<file path="config.mk">
export PLATFORM = sky130hd
export DESIGN_NAME = robot_command_packet_parser_top
export DESIGN_NICKNAME = d
export VERILOG_FILES = /design/src/hdl/rcpp_pkg.sv /design/src/hdl/rcpp_front.sv /design/src/hdl/rcpp_queue.sv /design/src/hdl/rcpp_back.sv /design/src/hdl/robot_command_packet_parser_top.sv
export SDC_FILE = /design/constraint.sdc
export NUM_CORES = 2
export LEC_CHECK = 0
export BUFFER_PORTS_ARGS = -buffer_cell sky130_fd_sc_hd__buf_2
export CORE_UTILIZATION = 43
export DETAILED_ROUTE_END_ITERATION = 16
export GPL_TIMING_DRIVEN = 1
export PLACE_DENSITY = 0.66
export SYNTH_ARGS = -nofsm -noshare
export SYNTH_HDL_FRONTEND = slang
export SYNTH_SLANG_ARGS = --single-unit
</file>
<file path="constraint.sdc">
create_clock -name clk -period 9 [get_ports clk]
set_input_delay 1.8 -clock clk [delete_from_list [all_inputs] [get_ports clk]]
set_output_delay 1.8 -clock clk [all_outputs]
set_load 0.03 [all_outputs]
</file>
<file path="src/hdl/rcpp_pkg.sv">
// Shared types and constants for the robot command packet parser.
// Used by the front parser, the command queue, the back executor and the top level.
package rcpp_pkg;

  // Packet framing
  localparam int unsigned JOY_PACKET_LEN    = 14;
  localparam int unsigned BUTTON_PACKET_LEN = 2;
  localparam int unsigned QUEUE_DEPTH       = 4;

  localparam int unsigned COUNT_W = 9;

  localparam logic [7:0] CHAR_JOY    = 8'h53;  // 'S'
  localparam logic [7:0] CHAR_BUTTON = 8'h42;  // 'B'
  localparam logic [7:0] CHAR_PARAM  = 8'h50;  // 'P'
  localparam logic [7:0] CHAR_ZERO   = 8'h30;  // '0'
  localparam logic [7:0] CHAR_GAIN_UP   = 8'h31;  // '1'
  localparam logic [7:0] CHAR_GAIN_DOWN = 8'h32;  // '2'
  localparam logic [7:0] CHAR_ESTOP     = 8'h33;  // '3'

  localparam logic signed [16:0] AXIS_CENTER = 17'sd512;

  // Reset values of the configuration registers
  localparam logic [6:0]  START_GAIN_RST = 7'd10;
  localparam logic [7:0]  TURN_GAIN_RST  = 8'd1;
  localparam logic [15:0] TURN_ATTEN_RST = 16'd1000;

  localparam logic [6:0] GAIN_MAX = 7'd127;

  // Configuration register indexes
  typedef enum logic [1:0] {
    REG_START_GAIN = 2'd0,
    REG_TURN_GAIN  = 2'd1,
    REG_TURN_ATTEN = 2'd2
  } reg_index_t;

  // Result kinds
  typedef enum logic [2:0] {
    KIND_DRIVE       = 3'd0,
    KIND_GAIN        = 3'd1,
    KIND_ESTOP       = 3'd2,
    KIND_PARAM_BYTE  = 3'd3,
    KIND_PARAM_EMPTY = 3'd4
  } kind_t;

  // Configuration write request
  typedef struct packed {
    logic        valid;
    logic [1:0]  index;
    logic [15:0] data;
  } cfg_wr_t;

  // Turn settings used by the executor
  typedef struct packed {
    logic [7:0]  gain;
    logic [15:0] atten;
  } turn_cfg_t;

  // One classified command between front and back
  typedef struct packed {
    kind_t       kind;
    logic [15:0] x_axis;
    logic [15:0] y_axis;
    logic [6:0]  gain;
    logic [7:0]  tag;
    logic [7:0]  length;
    logic [7:0]  index;
    logic [7:0]  data;
    logic        last;
  } cmd_t;

endpackage

</file>
<file path="src/hdl/rcpp_front.sv">
// Front parser: frames received bytes into packets and classifies them.
// Depends on rcpp_pkg; pushes one rcpp_pkg::cmd_t per result into the queue.
module rcpp_front #(
  parameter int unsigned JOY_LEN = rcpp_pkg::JOY_PACKET_LEN,
  parameter int unsigned BTN_LEN = rcpp_pkg::BUTTON_PACKET_LEN
) (
  input  logic             clk,
  input  logic             rst,
  input  logic             in_valid,
  input  logic [7:0]       rx_byte,
  input  rcpp_pkg::cfg_wr_t cfg,
  output logic             q_push,
  output rcpp_pkg::cmd_t   q_entry
);

  typedef enum logic [3:0] {
    PH_WAIT = 4'b0001,
    PH_JOY  = 4'b0010,
    PH_BTN  = 4'b0100,
    PH_PAR  = 4'b1000
  } phase_t;

  localparam int unsigned CW = rcpp_pkg::COUNT_W;

  phase_t          phase, phase_next;
  logic [CW-1:0]   byte_count, byte_count_next;
  logic [15:0]     x_accum, x_accum_next;
  logic [15:0]     y_accum, y_accum_next;
  logic [7:0]      tag_hold, tag_hold_next;
  logic [7:0]      length_hold, length_hold_next;
  logic [6:0]      gain_now, gain_now_next;

  logic [CW:0]     pos_plus;
  logic [7:0]      button;
  logic [7:0]      value_index;
  logic            value_final;

  function automatic logic [15:0] digit_acc(input logic [15:0] acc, input logic [7:0] b);
    digit_acc = 16'((acc << 3) + (acc << 1)) + {8'd0, b} - {8'd0, rcpp_pkg::CHAR_ZERO};
  endfunction

  assign pos_plus    = {1'b0, byte_count} + (CW+1)'(1);
  assign button      = (byte_count == CW'(1)) ? rx_byte : tag_hold;
  assign value_index = 8'(byte_count - CW'(3));
  assign value_final = ({1'b0, value_index} + 9'd1) >= {1'b0, length_hold};

  // Parse one byte
  always_comb begin
    phase_next       = phase;
    byte_count_next  = byte_count;
    x_accum_next     = x_accum;
    y_accum_next     = y_accum;
    tag_hold_next    = tag_hold;
    length_hold_next = length_hold;
    gain_now_next    = gain_now;
    q_push           = 1'b0;
    q_entry          = '0;
    q_entry.kind     = rcpp_pkg::KIND_DRIVE;

    if (in_valid) begin
      unique case (phase)
        PH_WAIT: begin
          priority if (rx_byte == rcpp_pkg::CHAR_JOY) begin
            phase_next = PH_JOY;
          end else if (rx_byte == rcpp_pkg::CHAR_BUTTON) begin
            phase_next = PH_BTN;
          end else if (rx_byte == rcpp_pkg::CHAR_PARAM) begin
            phase_next = PH_PAR;
          end else begin
            // drop a stray byte
            phase_next = PH_WAIT;
          end
          if (rx_byte == rcpp_pkg::CHAR_JOY || rx_byte == rcpp_pkg::CHAR_BUTTON ||
              rx_byte == rcpp_pkg::CHAR_PARAM) begin
            byte_count_next = CW'(1);
            x_accum_next    = '0;
            y_accum_next    = '0;
          end
        end
        PH_JOY: begin
          byte_count_next = byte_count + CW'(1);
          if (byte_count >= CW'(1) && byte_count <= CW'(4)) begin
            x_accum_next = digit_acc(x_accum, rx_byte);
          end
          if (byte_count >= CW'(8) && byte_count <= CW'(11)) begin
            y_accum_next = digit_acc(y_accum, rx_byte);
          end
          if (pos_plus >= (CW+1)'(JOY_LEN)) begin
            phase_next      = PH_WAIT;
            byte_count_next = '0;
            q_push          = 1'b1;
            q_entry.kind    = rcpp_pkg::KIND_DRIVE;
            q_entry.x_axis  = x_accum_next;
            q_entry.y_axis  = y_accum_next;
            q_entry.gain    = gain_now;
          end
        end
        PH_BTN: begin
          byte_count_next = byte_count + CW'(1);
          if (byte_count == CW'(1)) begin
            tag_hold_next = rx_byte;
          end
          if (pos_plus >= (CW+1)'(BTN_LEN)) begin
            phase_next      = PH_WAIT;
            byte_count_next = '0;
            priority if (button == rcpp_pkg::CHAR_GAIN_UP) begin
              if (gain_now != rcpp_pkg::GAIN_MAX) begin
                gain_now_next = gain_now + 7'd1;
              end
              q_push       = 1'b1;
              q_entry.kind = rcpp_pkg::KIND_GAIN;
            end else if (button == rcpp_pkg::CHAR_GAIN_DOWN) begin
              if (gain_now != 7'd0) begin
                gain_now_next = gain_now - 7'd1;
              end
              q_push       = 1'b1;
              q_entry.kind = rcpp_pkg::KIND_GAIN;
            end else if (button == rcpp_pkg::CHAR_ESTOP) begin
              q_push       = 1'b1;
              q_entry.kind = rcpp_pkg::KIND_ESTOP;
            end else begin
              // ignore other button codes
              q_push = 1'b0;
            end
            q_entry.gain = gain_now_next;
          end
        end
        PH_PAR: begin
          byte_count_next = byte_count + CW'(1);
          priority if (byte_count == CW'(1)) begin
            tag_hold_next = rx_byte;
          end else if (byte_count == CW'(2)) begin
            length_hold_next = rx_byte;
            if (rx_byte == 8'd0) begin
              phase_next      = PH_WAIT;
              byte_count_next = '0;
              q_push          = 1'b1;
              q_entry.kind    = rcpp_pkg::KIND_PARAM_EMPTY;
              q_entry.tag     = tag_hold;
              q_entry.last    = 1'b1;
              q_entry.gain    = gain_now;
            end
          end else begin
            q_push         = 1'b1;
            q_entry.kind   = rcpp_pkg::KIND_PARAM_BYTE;
            q_entry.tag    = tag_hold;
            q_entry.length = length_hold;
            q_entry.index  = value_index;
            q_entry.data   = rx_byte;
            q_entry.last   = value_final;
            q_entry.gain   = gain_now;
            if (value_final) begin
              phase_next      = PH_WAIT;
              byte_count_next = '0;
            end
          end
        end
        default: begin
          phase_next      = PH_WAIT;
          byte_count_next = '0;
        end
      endcase
    end

    // Load the gain on a start gain write
    if (cfg.valid && cfg.index == rcpp_pkg::REG_START_GAIN) begin
      gain_now_next = cfg.data[6:0];
    end
  end

  // Hold parser state
  always_ff @(posedge clk) begin
    if (rst) begin
      phase       <= PH_WAIT;
      byte_count  <= '0;
      x_accum     <= '0;
      y_accum     <= '0;
      tag_hold    <= '0;
      length_hold <= '0;
      gain_now    <= rcpp_pkg::START_GAIN_RST;
    end else begin
      phase       <= phase_next;
      byte_count  <= byte_count_next;
      x_accum     <= x_accum_next;
      y_accum     <= y_accum_next;
      tag_hold    <= tag_hold_next;
      length_hold <= length_hold_next;
      gain_now    <= gain_now_next;
    end
  end

endmodule

</file>
<file path="src/hdl/rcpp_queue.sv">
// Short command queue between the front parser and the back executor.
// Depends on rcpp_pkg for the command type.
module rcpp_queue #(
  parameter int unsigned DEPTH = rcpp_pkg::QUEUE_DEPTH
) (
  input  logic           clk,
  input  logic           rst,
  input  logic           wr_en,
  input  rcpp_pkg::cmd_t wr_data,
  input  logic           rd_en,
  output rcpp_pkg::cmd_t rd_data,
  output logic           q_full,
  output logic           q_empty
);

  localparam int unsigned AW = (DEPTH > 1) ? $clog2(DEPTH) : 1;
  localparam int unsigned NW = $clog2(DEPTH + 1);

  rcpp_pkg::cmd_t entries [DEPTH];
  logic [AW-1:0]  wr_ptr;
  logic [AW-1:0]  rd_ptr;
  logic [AW-1:0]  rd_ptr_next;
  logic [NW-1:0]  fill;
  logic           wr_take;
  logic           rd_take;

  assign q_full      = (fill == NW'(DEPTH));
  assign q_empty     = (fill == '0);
  assign wr_take     = wr_en && !q_full;
  assign rd_take     = rd_en && !q_empty;
  assign rd_ptr_next = rd_take ? ((rd_ptr == AW'(DEPTH - 1)) ? '0 : rd_ptr + AW'(1)) : rd_ptr;

  // Store a request
  always_ff @(posedge clk) begin
    if (wr_take) begin
      entries[wr_ptr] <= wr_data;
    end
  end

  // Register the next head; pass a request through when it lands there
  always_ff @(posedge clk) begin
    if (wr_take && wr_ptr == rd_ptr_next) begin
      rd_data <= wr_data;
    end else begin
      rd_data <= entries[rd_ptr_next];
    end
  end

  // Advance pointers and fill level
  always_ff @(posedge clk) begin
    if (rst) begin
      wr_ptr <= '0;
      rd_ptr <= '0;
      fill   <= '0;
    end else begin
      if (wr_take) begin
        wr_ptr <= (wr_ptr == AW'(DEPTH - 1)) ? '0 : wr_ptr + AW'(1);
      end
      rd_ptr <= rd_ptr_next;
      if (wr_take && !rd_take) begin
        fill <= fill + NW'(1);
      end else if (!wr_take && rd_take) begin
        fill <= fill - NW'(1);
      end
    end
  end

endmodule

</file>
<file path="src/hdl/rcpp_back.sv">
// Back executor: turns queued commands into results, computing drive velocity
// and attenuated turn rate with two multiply steps and a radix-2 divider.
// Depends on rcpp_pkg; drives the result register seen at the top level.
module rcpp_back (
  input  logic                clk,
  input  logic                rst,
  input  rcpp_pkg::turn_cfg_t tcfg,
  input  logic                q_empty,
  input  rcpp_pkg::cmd_t      q_data,
  output logic                q_pop,
  input  logic                out_pop,
  output logic                out_valid,
  output rcpp_pkg::cmd_t      out_cmd,
  output logic [24:0]         out_velocity,
  output logic [24:0]         out_turn
);

  typedef enum logic [4:0] {
    ST_IDLE = 5'b00001,
    ST_MUL  = 5'b00010,
    ST_NUM  = 5'b00100,
    ST_DIV  = 5'b01000,
    ST_FIN  = 5'b10000
  } state_t;

  localparam int unsigned QW = 41;  // numerator magnitude
  localparam int unsigned DW = 26;  // denominator
  localparam int unsigned SW = $clog2(QW);

  state_t              state;
  rcpp_pkg::cmd_t      hold;
  logic signed [24:0]  velocity;
  logic signed [25:0]  y_scaled;
  logic [DW-1:0]       denom;
  logic [QW-1:0]       quot;
  logic [DW-1:0]       remain;
  logic                negative;
  logic [SW-1:0]       step;

  logic                out_free;
  logic signed [16:0]  x_cent;
  logic signed [16:0]  y_cent;
  logic [16:0]         atten;
  logic signed [41:0]  numer;
  logic [24:0]         vel_mag;
  logic [DW:0]         rem_shift;
  logic                rem_ge;
  logic [QW-1:0]       quot_signed;

  assign out_free = !out_valid || out_pop;
  assign q_pop    = (state == ST_IDLE) && !q_empty && out_free;

  assign x_cent   = 17'(signed'(hold.x_axis)) - rcpp_pkg::AXIS_CENTER;
  assign y_cent   = 17'(signed'(hold.y_axis)) - rcpp_pkg::AXIS_CENTER;
  assign atten    = (tcfg.atten == 16'd0) ? 17'd1 : {1'b0, tcfg.atten};
  assign numer    = 42'(y_scaled * signed'(atten));
  assign vel_mag  = velocity[24] ? 25'(-velocity) : 25'(velocity);

  assign rem_shift   = {remain, quot[QW-1]};
  assign rem_ge      = rem_shift >= {1'b0, denom};
  assign quot_signed = negative ? QW'(-quot) : quot;

  // Sequence one command
  always_ff @(posedge clk) begin
    if (rst) begin
      state <= ST_IDLE;
    end else begin
      unique case (state)
        ST_IDLE: begin
          if (q_pop && q_data.kind == rcpp_pkg::KIND_DRIVE) begin
            state <= ST_MUL;
          end
        end
        ST_MUL: state <= ST_NUM;
        ST_NUM: state <= ST_DIV;
        ST_DIV: begin
          if (step == SW'(QW - 1)) begin
            state <= ST_FIN;
          end
        end
        ST_FIN: state <= ST_IDLE;
        default: state <= ST_IDLE;
      endcase
    end
  end

  // Datapath for the drive computation
  always_ff @(posedge clk) begin
    unique case (state)
      ST_IDLE: begin
        if (q_pop) begin
          hold <= q_data;
        end
        step <= '0;
      end
      ST_MUL: begin
        velocity <= 25'(x_cent * signed'({1'b0, hold.gain}));
        y_scaled <= 26'(y_cent * signed'({1'b0, tcfg.gain}));
      end
      ST_NUM: begin
        negative <= numer[41];
        quot     <= numer[41] ? QW'(-numer) : QW'(numer);
        denom    <= DW'(atten) + DW'(vel_mag);
        remain   <= '0;
      end
      ST_DIV: begin
        remain <= rem_ge ? DW'(rem_shift - {1'b0, denom}) : DW'(rem_shift);
        quot   <= {quot[QW-2:0], rem_ge};
        step   <= step + SW'(1);
      end
      ST_FIN: begin
      end
      default: begin
      end
    endcase
  end

  // Hold the result until it is taken
  always_ff @(posedge clk) begin
    if (rst) begin
      out_valid <= 1'b0;
    end else if ((q_pop && q_data.kind != rcpp_pkg::KIND_DRIVE) || state == ST_FIN) begin
      out_valid <= 1'b1;
    end else if (out_pop) begin
      out_valid <= 1'b0;
    end
  end

  always_ff @(posedge clk) begin
    if (q_pop && q_data.kind != rcpp_pkg::KIND_DRIVE) begin
      out_cmd      <= q_data;
      out_velocity <= '0;
      out_turn     <= '0;
    end else if (state == ST_FIN) begin
      out_cmd      <= hold;
      out_velocity <= velocity;
      out_turn     <= quot_signed[24:0];
    end
  end

endmodule

</file>
<file path="src/hdl/robot_command_packet_parser_top.sv">
// Robot command packet parser, top level: front parser, command queue, back executor.
// Depends on rcpp_pkg, rcpp_front, rcpp_queue and rcpp_back.
// Gain, stop and parameter results pass the queue head and result registers; drives also
// pass two multiply steps and 41 divide steps; no new command is taken until it is done.
// Throughput: one byte per cycle while the queue has room.
// Synchronous reset clears control state and loads the register reset values.
module robot_command_packet_parser_top #(
  parameter int unsigned JOY_LEN     = rcpp_pkg::JOY_PACKET_LEN,
  parameter int unsigned BTN_LEN     = rcpp_pkg::BUTTON_PACKET_LEN,
  parameter int unsigned QUEUE_DEPTH = rcpp_pkg::QUEUE_DEPTH
) (
  input  logic        clk,
  input  logic        rst,
  input  logic        push,
  output logic        full,
  input  logic [7:0]  rx_byte,
  output logic        empty,
  input  logic        pop,
  output logic [2:0]  kind,
  output logic signed [24:0] forward_velocity,
  output logic signed [24:0] turn_rate,
  output logic [6:0]  vel_gain,
  output logic [7:0]  param_tag,
  output logic [7:0]  param_size,
  output logic [7:0]  param_index,
  output logic [7:0]  param_byte,
  output logic        last,
  input  logic        cfg_valid,
  output logic        cfg_ready,
  input  logic [1:0]  cfg_index,
  input  logic [15:0] cfg_data
);

  rcpp_pkg::cfg_wr_t   cfg;
  rcpp_pkg::turn_cfg_t tcfg;
  logic                accept;
  logic                q_push;
  rcpp_pkg::cmd_t      q_wr;
  rcpp_pkg::cmd_t      q_rd;
  logic                q_pop;
  logic                q_full;
  logic                q_empty;
  logic                out_valid;
  logic                out_take;
  rcpp_pkg::cmd_t      out_cmd;
  logic [24:0]         out_velocity;
  logic [24:0]         out_turn;

  assign cfg_ready = 1'b1;
  assign cfg.valid = cfg_valid;
  assign cfg.index = cfg_index;
  assign cfg.data  = cfg_data;

  assign full     = q_full;
  assign accept   = push && !q_full;
  assign empty    = !out_valid;
  assign out_take = pop && out_valid;

  // Hold the turn settings
  always_ff @(posedge clk) begin
    if (rst) begin
      tcfg.gain  <= rcpp_pkg::TURN_GAIN_RST;
      tcfg.atten <= rcpp_pkg::TURN_ATTEN_RST;
    end else if (cfg.valid) begin
      if (cfg.index == rcpp_pkg::REG_TURN_GAIN) begin
        tcfg.gain <= cfg.data[7:0];
      end
      if (cfg.index == rcpp_pkg::REG_TURN_ATTEN) begin
        tcfg.atten <= cfg.data;
      end
    end
  end

  rcpp_front #(
    .JOY_LEN (JOY_LEN),
    .BTN_LEN (BTN_LEN)
  ) u_front (
    .clk      (clk),
    .rst      (rst),
    .in_valid (accept),
    .rx_byte  (rx_byte),
    .cfg      (cfg),
    .q_push   (q_push),
    .q_entry  (q_wr)
  );

  rcpp_queue #(
    .DEPTH (QUEUE_DEPTH)
  ) u_queue (
    .clk     (clk),
    .rst     (rst),
    .wr_en   (q_push),
    .wr_data (q_wr),
    .rd_en   (q_pop),
    .rd_data (q_rd),
    .q_full  (q_full),
    .q_empty (q_empty)
  );

  rcpp_back u_back (
    .clk          (clk),
    .rst          (rst),
    .tcfg         (tcfg),
    .q_empty      (q_empty),
    .q_data       (q_rd),
    .q_pop        (q_pop),
    .out_pop      (out_take),
    .out_valid    (out_valid),
    .out_cmd      (out_cmd),
    .out_velocity (out_velocity),
    .out_turn     (out_turn)
  );

  assign kind             = out_cmd.kind;
  assign forward_velocity = out_velocity;
  assign turn_rate        = out_turn;
  assign vel_gain         = out_cmd.gain;
  assign param_tag        = out_cmd.tag;
  assign param_size       = out_cmd.length;
  assign param_index      = out_cmd.index;
  assign param_byte       = out_cmd.data;
  assign last             = out_cmd.last;

endmodule

</file>
== Yosys cells after proc, flatten, opt, wreduce, memory -nomap -nowiden ==
Memories as Yosys holds them, arrays and structs flattened. A register that Yosys moved wholly into a read port is not among the register bits.
Cells that the tools add are included.

* Flip-flop bits (word level): 424
* RAM bits: 300
* Bits of input ports: 31
* Output and inout bits: 96
* Word-level logic and storage cells: 240
* Memories: 1

* Add/sub/neg operators: 24
* Multipliers: 3
* Order comparisons: 8
* Equality and inequality tests: 32
* Multiplexer cells: 83
* Bitwise gates (word level): 1
* Reductions and logical operators: 49

{| class="wikitable"
|+ Memories
! memory !! words !! bits a word !! rd ports !! clocked after memory_dff !! write ports !! RTL line !! text
|-
| u_queue.entries || 4 || 75 || 1 || 1 || 1 || rcpp_queue.sv:19 || <nowiki>rcpp_pkg::cmd_t entries [DEPTH];</nowiki>
|}

{| class="wikitable"
|+ Operators with widths
! operator !! count
|-
| $mux 75 || 3
|-
| $pmux 41 s2 || 1
|-
| $mux 16 || 4
|-
| $pmux 16 s2 || 2
|-
| $mux 7 || 9
|-
| $mux 9 || 7
|-
| $pmux 26 s2 || 1
|-
| $mux 25 || 2
|-
| $neg 25->25 || 2
|-
| $mul 26x17->42 || 1
|-
| $mux 41 || 1
|-
| $neg 41->41 || 1
|-
| $mux 40 || 1
|-
| $mux 39 || 1
|-
| $mux 4 || 9
|-
| $pmux 9 s4 || 1
|-
| $sub 16x11->17 const B || 2
|-
| $mux 33 || 1
|-
| $add 16x16->16 || 2
|-
| $add 16x8->16 || 2
|-
| $mux 32 || 1
|-
| $sub 16x6->16 const B || 2
|-
| $mux 15 || 2
|-
| $ge 27x26->1 || 1
|-
| 72 further kinds || 141
|}

== Logic depth before layout (Yosys ltp) ==
* Depth in word-level cells: 14
* Mapped depth: 31
* Depth with buffers taken out: 27

== Hierarchy ==
A second synthesis with hierarchy kept.

* Cell total of the unflattened synthesis: 5,800
* Area, all modules: 60,900.9 um^2

{| class="wikitable"
|+ By module, submodules not included
! module !! times used !! cells each !! area an instance (um^2) !! seq. area each (um^2)
|-
| rcpp_back || 1 || 4,323 || 41,564.9 || 10,159.7
|-
| rcpp_queue || 1 || 440 || 11,317.1 || 9,188.8
|-
| rcpp_front || 1 || 928 || 6,940.4 || 1,361.3
|-
| robot_command_packet_parser_top || 1 || 109 || 1,078.5 || 480.5
|}

== Least setup slack after synthesis ==
OpenSTA, ideal clock, no wires.

* Path type: register -> register
* Start point: register tcfg[4] (netlist name)
* End point: register u_back.quot[38], data pin
* Setup time: 270 ps
* Arrival time: 7,302 ps
* Required time: 8,730 ps
* Path slack: 1,428 ps
* Stages on the path, launching flop included: 27
* Path buffers: 4
* Period minus slack after synthesis: 7,572 ps
* Path through: dfxtp_1 > clkbuf_1 > clkbuf_1 > nand2_1 > fa_1 > fa_1 > fa_1 > fa_1 > inv_1 > fa_1 > inv_1 > fa_1 > inv_1 > ha_1 > clkbuf_1 > and3_1 > or4b_1 > buf_2 > a31oi_1 > o21ai_1 > xnor2_1 > nor4_4 > nand3_2 > or4_4 > o41ai_4 > xnor2_1 > a21oi_1

* Longest elaborated chain between the ends: 6

{| class="wikitable"
|+ Ends and longest elaborated chain
! what !! RTL line !! text
|-
| $logic_not 16->1 || rcpp_back.sv:55 || <nowiki>assign atten = (tcfg.atten == 16'd0) ? 17'd1 : {1'b0, tcfg.atten};</nowiki>
|-
| $mux 16 * || rcpp_back.sv:55 ||
|-
| $mul 26x17->42 * || rcpp_back.sv:56 || <nowiki>assign numer = 42'(y_scaled * signed'(atten));</nowiki>
|-
| $neg 41->41 || rcpp_back.sv:102 || <nowiki>quot <= numer[41] ? QW'(-numer) : QW'(numer);</nowiki>
|-
| $mux 41 * || rcpp_back.sv:102 ||
|-
| $pmux 41 s2 * || rcpp_back.sv:89 || <nowiki>unique case (state)</nowiki>
|-
| end signal: assignment || rcpp_back.sv:102 ||
|-
| end signal: assignment || rcpp_back.sv:108 || <nowiki>quot <= {quot[QW-2:0], rem_ge};</nowiki>
|-
| end: declaration || rcpp_back.sv:35 || <nowiki>logic [QW-1:0] quot;</nowiki>
|}

Every way passes the cells marked *; elsewhere a longest branch is shown, timed or not.
A chain may end at the register's enable or synchronous reset.

== Worst setup path after layout ==
* Start point: register tcfg[3] (netlist name)
* End point: register u_back.quot[38], data pin

* Longest elaborated chain between the ends: 6

{| class="wikitable"
|+ Ends and longest elaborated chain
! what !! RTL line
|-
| $logic_not 16->1 || rcpp_back.sv:55
|-
| $mux 16 * || rcpp_back.sv:55
|-
| $mul 26x17->42 * || rcpp_back.sv:56
|-
| $neg 41->41 || rcpp_back.sv:102
|-
| $mux 41 * || rcpp_back.sv:102
|-
| $pmux 41 s2 * || rcpp_back.sv:89
|}

Marks and branches as above.

==> metrics.md <==
| Metric | Value |
|---|---|
| Status | finished clean |
| CP Launch Type | register |
| Die H | between 300 and 400 µm |
| Number of global-route vias before repair | roughly 40k |
| Setup TNS | 0 ns |
| Relative slew slack | roughly a fifth |
| DRC Markers | 0 |
| DR WL/cell | around 17 µm |
| Worst stage delay on the critical path | around 0.81 ns |
| Min Tclk post-route | 8.19 ns |
| Synth async-reset ratio | 0% |
| All-layer global routing usage | around a fifth |
| CTS tree | yes |
| Die footprint | between 100000 and 150000 µm² |
| Design area | between 60000 and 70000 µm² |
| Worst setup startpoint | tcfg[3] |
| IO Count | ~130 |
| CP Class | register to register |
| Endpoints failing setup | 0 |
| Site Rows | between 100 and 150 |
| Clock Sink Count | 726 |
| Crit-path max FO | 22 |
| WP data required | roughly 9.4 ns |
| CTS H-Tree Depth | 3 |
| Post-CTS sizing | 0 |
| GRT overflow | 0 |
| Sequential Area | 20200 µm² |
| Cell mode on critical path | fa_1 |
| Flops & latches, synth | roughly 730 |
| Maximum VDD drop | 285 µV |
| Sequential fraction of the synthesis area | about a third |
| Die width | 371 µm |
| Fin nets | between 6k and 7k |
| Max Cap Violations | 0 |
| CTS Root Cell | clkbuf_16 |
| Synth Warn # | 0 |
| Worst-Skew Late Latency | between 0.7 and 0.8 ns |
| Syn avg cell area | slightly above 10 µm² |
| Antenna violations before repair | 13 |
| Iteration-0 DRC Markers | ~2.7k |
| Critical path cell sequence | buf_4 > nor4_1 > a41o_1 > nand2_1 > fa_1 > inv_1 > fa_1 > inv_1 > fa_1 > fa_1 > inv_1 > ha_1 > nand3_1 > o22a_1 > or4b_1 > and3_1 > xnor2_1 > nor4_1 > nand2b_1 > nand2b_1 > or4_4 > o41ai_4 > xnor2_1 > a21oi_1 |
| Ranking of synthesized cells by area | edfxtp_1 29%, fa_1 21%, ha_1 7.4%, inv_1 6.0%, dfxtp_1 5.4% |
| Clk pin slew, worst setup/hold paths | 0.05 ns |
| Hold Crit Start | u_back.out_turn[9] |
| Post-synth EDFFs | 569 |
| Unique masters post-synth | slightly above 90 |
| Fin. max-slew vios | 0 |
| Routed Antenna Nets | 0 |
| Hold Vio Cnt, Final | 0 |
| Min-Delay Path Class | register to register |
| Most common cell after layout, fill and taps aside | inv_1 |
| Launch point of the worst reg-to-reg path | tcfg[3] |
| Pwr Total | about 0.014 W |
| Routed wire length | between 100000 and 150000 µm |
| DR vias | just under 40k |
| Starting density of the core | 43.3% |
| Total core area | about 140000 µm² |
| Largest net degree at the start of global routing | slightly below 70 |
| CP max-delay cell | a41o_1 |
| Post-Syn Nets | ~6.6k |
| Gate Count Post-Synth | approximately 5.7k |
| Post-synth top area share | roughly 29% |
| Critical Path AT | between 8 and 9 ns |
| Cell accounting for the most synthesized area | edfxtp_1 |
| Most frequent cells in the layout | 943 x inv_1, 614 x fa_1, 581 x nand2_1 |
| Actual slew at the worst max-slew pin | between 1 and 1.5 ns |
| Main synth FF type | edfxtp_1 |
| Port buffer count | roughly 130 |
| First-pass GRT wire length | around 210000 µm |
| Area Overhead vs Synth | 8.56% |
| Multi-input logic area | between 30000 and 40000 µm² |
| Gpl congestion | just under 0.9 |
| Placed cell area | between 60000 and 70000 µm² |
| Max clock buf depth | 3 |
| Dpl hpwl | 97700 µm |
| Pwr Density | around 220 nW/µm² |
| Worst clock skew | slightly below 0.05 ns |
| Crit end category | register |
| Vias per std cell | roughly 5.2 |
| Post-Syn Area | 58700 µm² |
| Num CTS Buffers | just under 80 |
| Post-CTS Hold Buffers | 0 |
| Static leakage | ~27 nW |
| Post-CTS Setup Repair Bufs | 0 |
| Fillers | approximately 12k |
| Pre-Repair DR Iteration Count | 6 |
| FMAX | roughly 120 MHz |
| RSZ-0062 raised after global routing | false |
| Layout cells sized above 1 | 7.97% |
| Final Cycle Share | 91.0% |
## registers in the layout, summed over array words and instances, names as in the netlist, 24 cells and up, named ones only
register	cells
u_queue.entries	300
u_back.velocity	25
u_back.remain	26
tcfg	24
u_back.denom	26
u_back.hold	75
u_back.y_scaled	26
u_back.out_cmd	43
u_back.out_turn	25
u_back.quot	41
u_back.out_velocity	25
## cells by family after synthesis
logic type / share of synthesized area [%]
adder cells (fa/ha/maj): 28.4
AO/OA/AOI/OAI: 7.43
other: 0.0128
XOR/XNOR: 3.70
buffers and inverters: 7.58
AND/OR/NAND/NOR: 13.7
flip-flops: 34.5
multiplexers: 4.76
## cell usage after synthesis, drive strengths merged (13+ instances only)
cell,n
a211oi,34
a21boi,18
a21o,39
a21oi,225
a22oi,27
a31oi,24
and2,340
and3,34
buf,27
clkbuf,209
dfxtp,157
edfxtp,569
fa,614
ha,348
inv,946
mux2,48
mux2i,56
mux4,75
nand2,582
nand2b,37
nand3,63
nand4,22
nor2,337
nor2b,59
nor3,70
nor4,22
o21a,22
o21ai,182
o22ai,19
o31ai,21
or3,19
or4,13
xnor2,175
xor2,73
## per-stage QoR
| step | hold WS [ns] | setup slack (ns) | util [%] | instances |
|---|---|---|---|---|
| global placement | 0.433 | 0.959 | 45.1 | 7369 |
| detailed placement | 0.440 | 0.769 | 45.1 | 7369 |
| finish | 0.446 | 0.806 | 47.0 | 7516 |
| CTS | 0.448 | 0.804 | 47.0 | 7512 |
| global route | 0.465 | 0.221 | 47.0 | 7512 |
| floorplan | 0.427 | 1.43 | - | 5650 |
## where the power goes
part	switching, W	internal (W)
logic	0.00371	0.00281
registers	0.0000270	0.00394
clock network	0.00142	0.00182
total	0.00516	0.00857
## final cells by class
class                   count  area share [%]
clock inverters            41           0.856
well taps                1781            3.50
clock buffers             102            3.22
diodes                      4          0.0157
inverters                 946            5.57
multi-input cells        3742            53.5
flip-flops and latches    726            31.8
repair buffers            174            1.58
## final timing paths
path,slack [ns],cells past startpoint,end
worst max-delay path,0.81,24,u_back.quot[38]
worst min-delay path,0.45,2,u_back.out_turn[9]
worst max register to register,0.81,24,u_back.quot[38]
worst min register to register,0.45,2,u_back.out_turn[9]
## worst max-delay path: cells and delay by family, from the launching register on
family | cells | cell delay, ns
compound gates | 4 | 1.35
flops | 1 | 0.58
fa+ha+maj | 5 | 2.37
xor+xnor | 2 | 0.30
buf+inv | 4 | 0.46
simple gates | 9 | 2.86
## layer usage
metal / GRT usage [%] / part of all wire [%] / up-vias
met4: 4.04 / 1.8 / 18
met2: 31.4 / 47 / 830
met5: 0 / 0.082 / -
li1: - / - / 18500
met3: 3.80 / 5.8 / 173
met1: 26.0 / 45 / 19500
(Power assumes the default switching activity.)
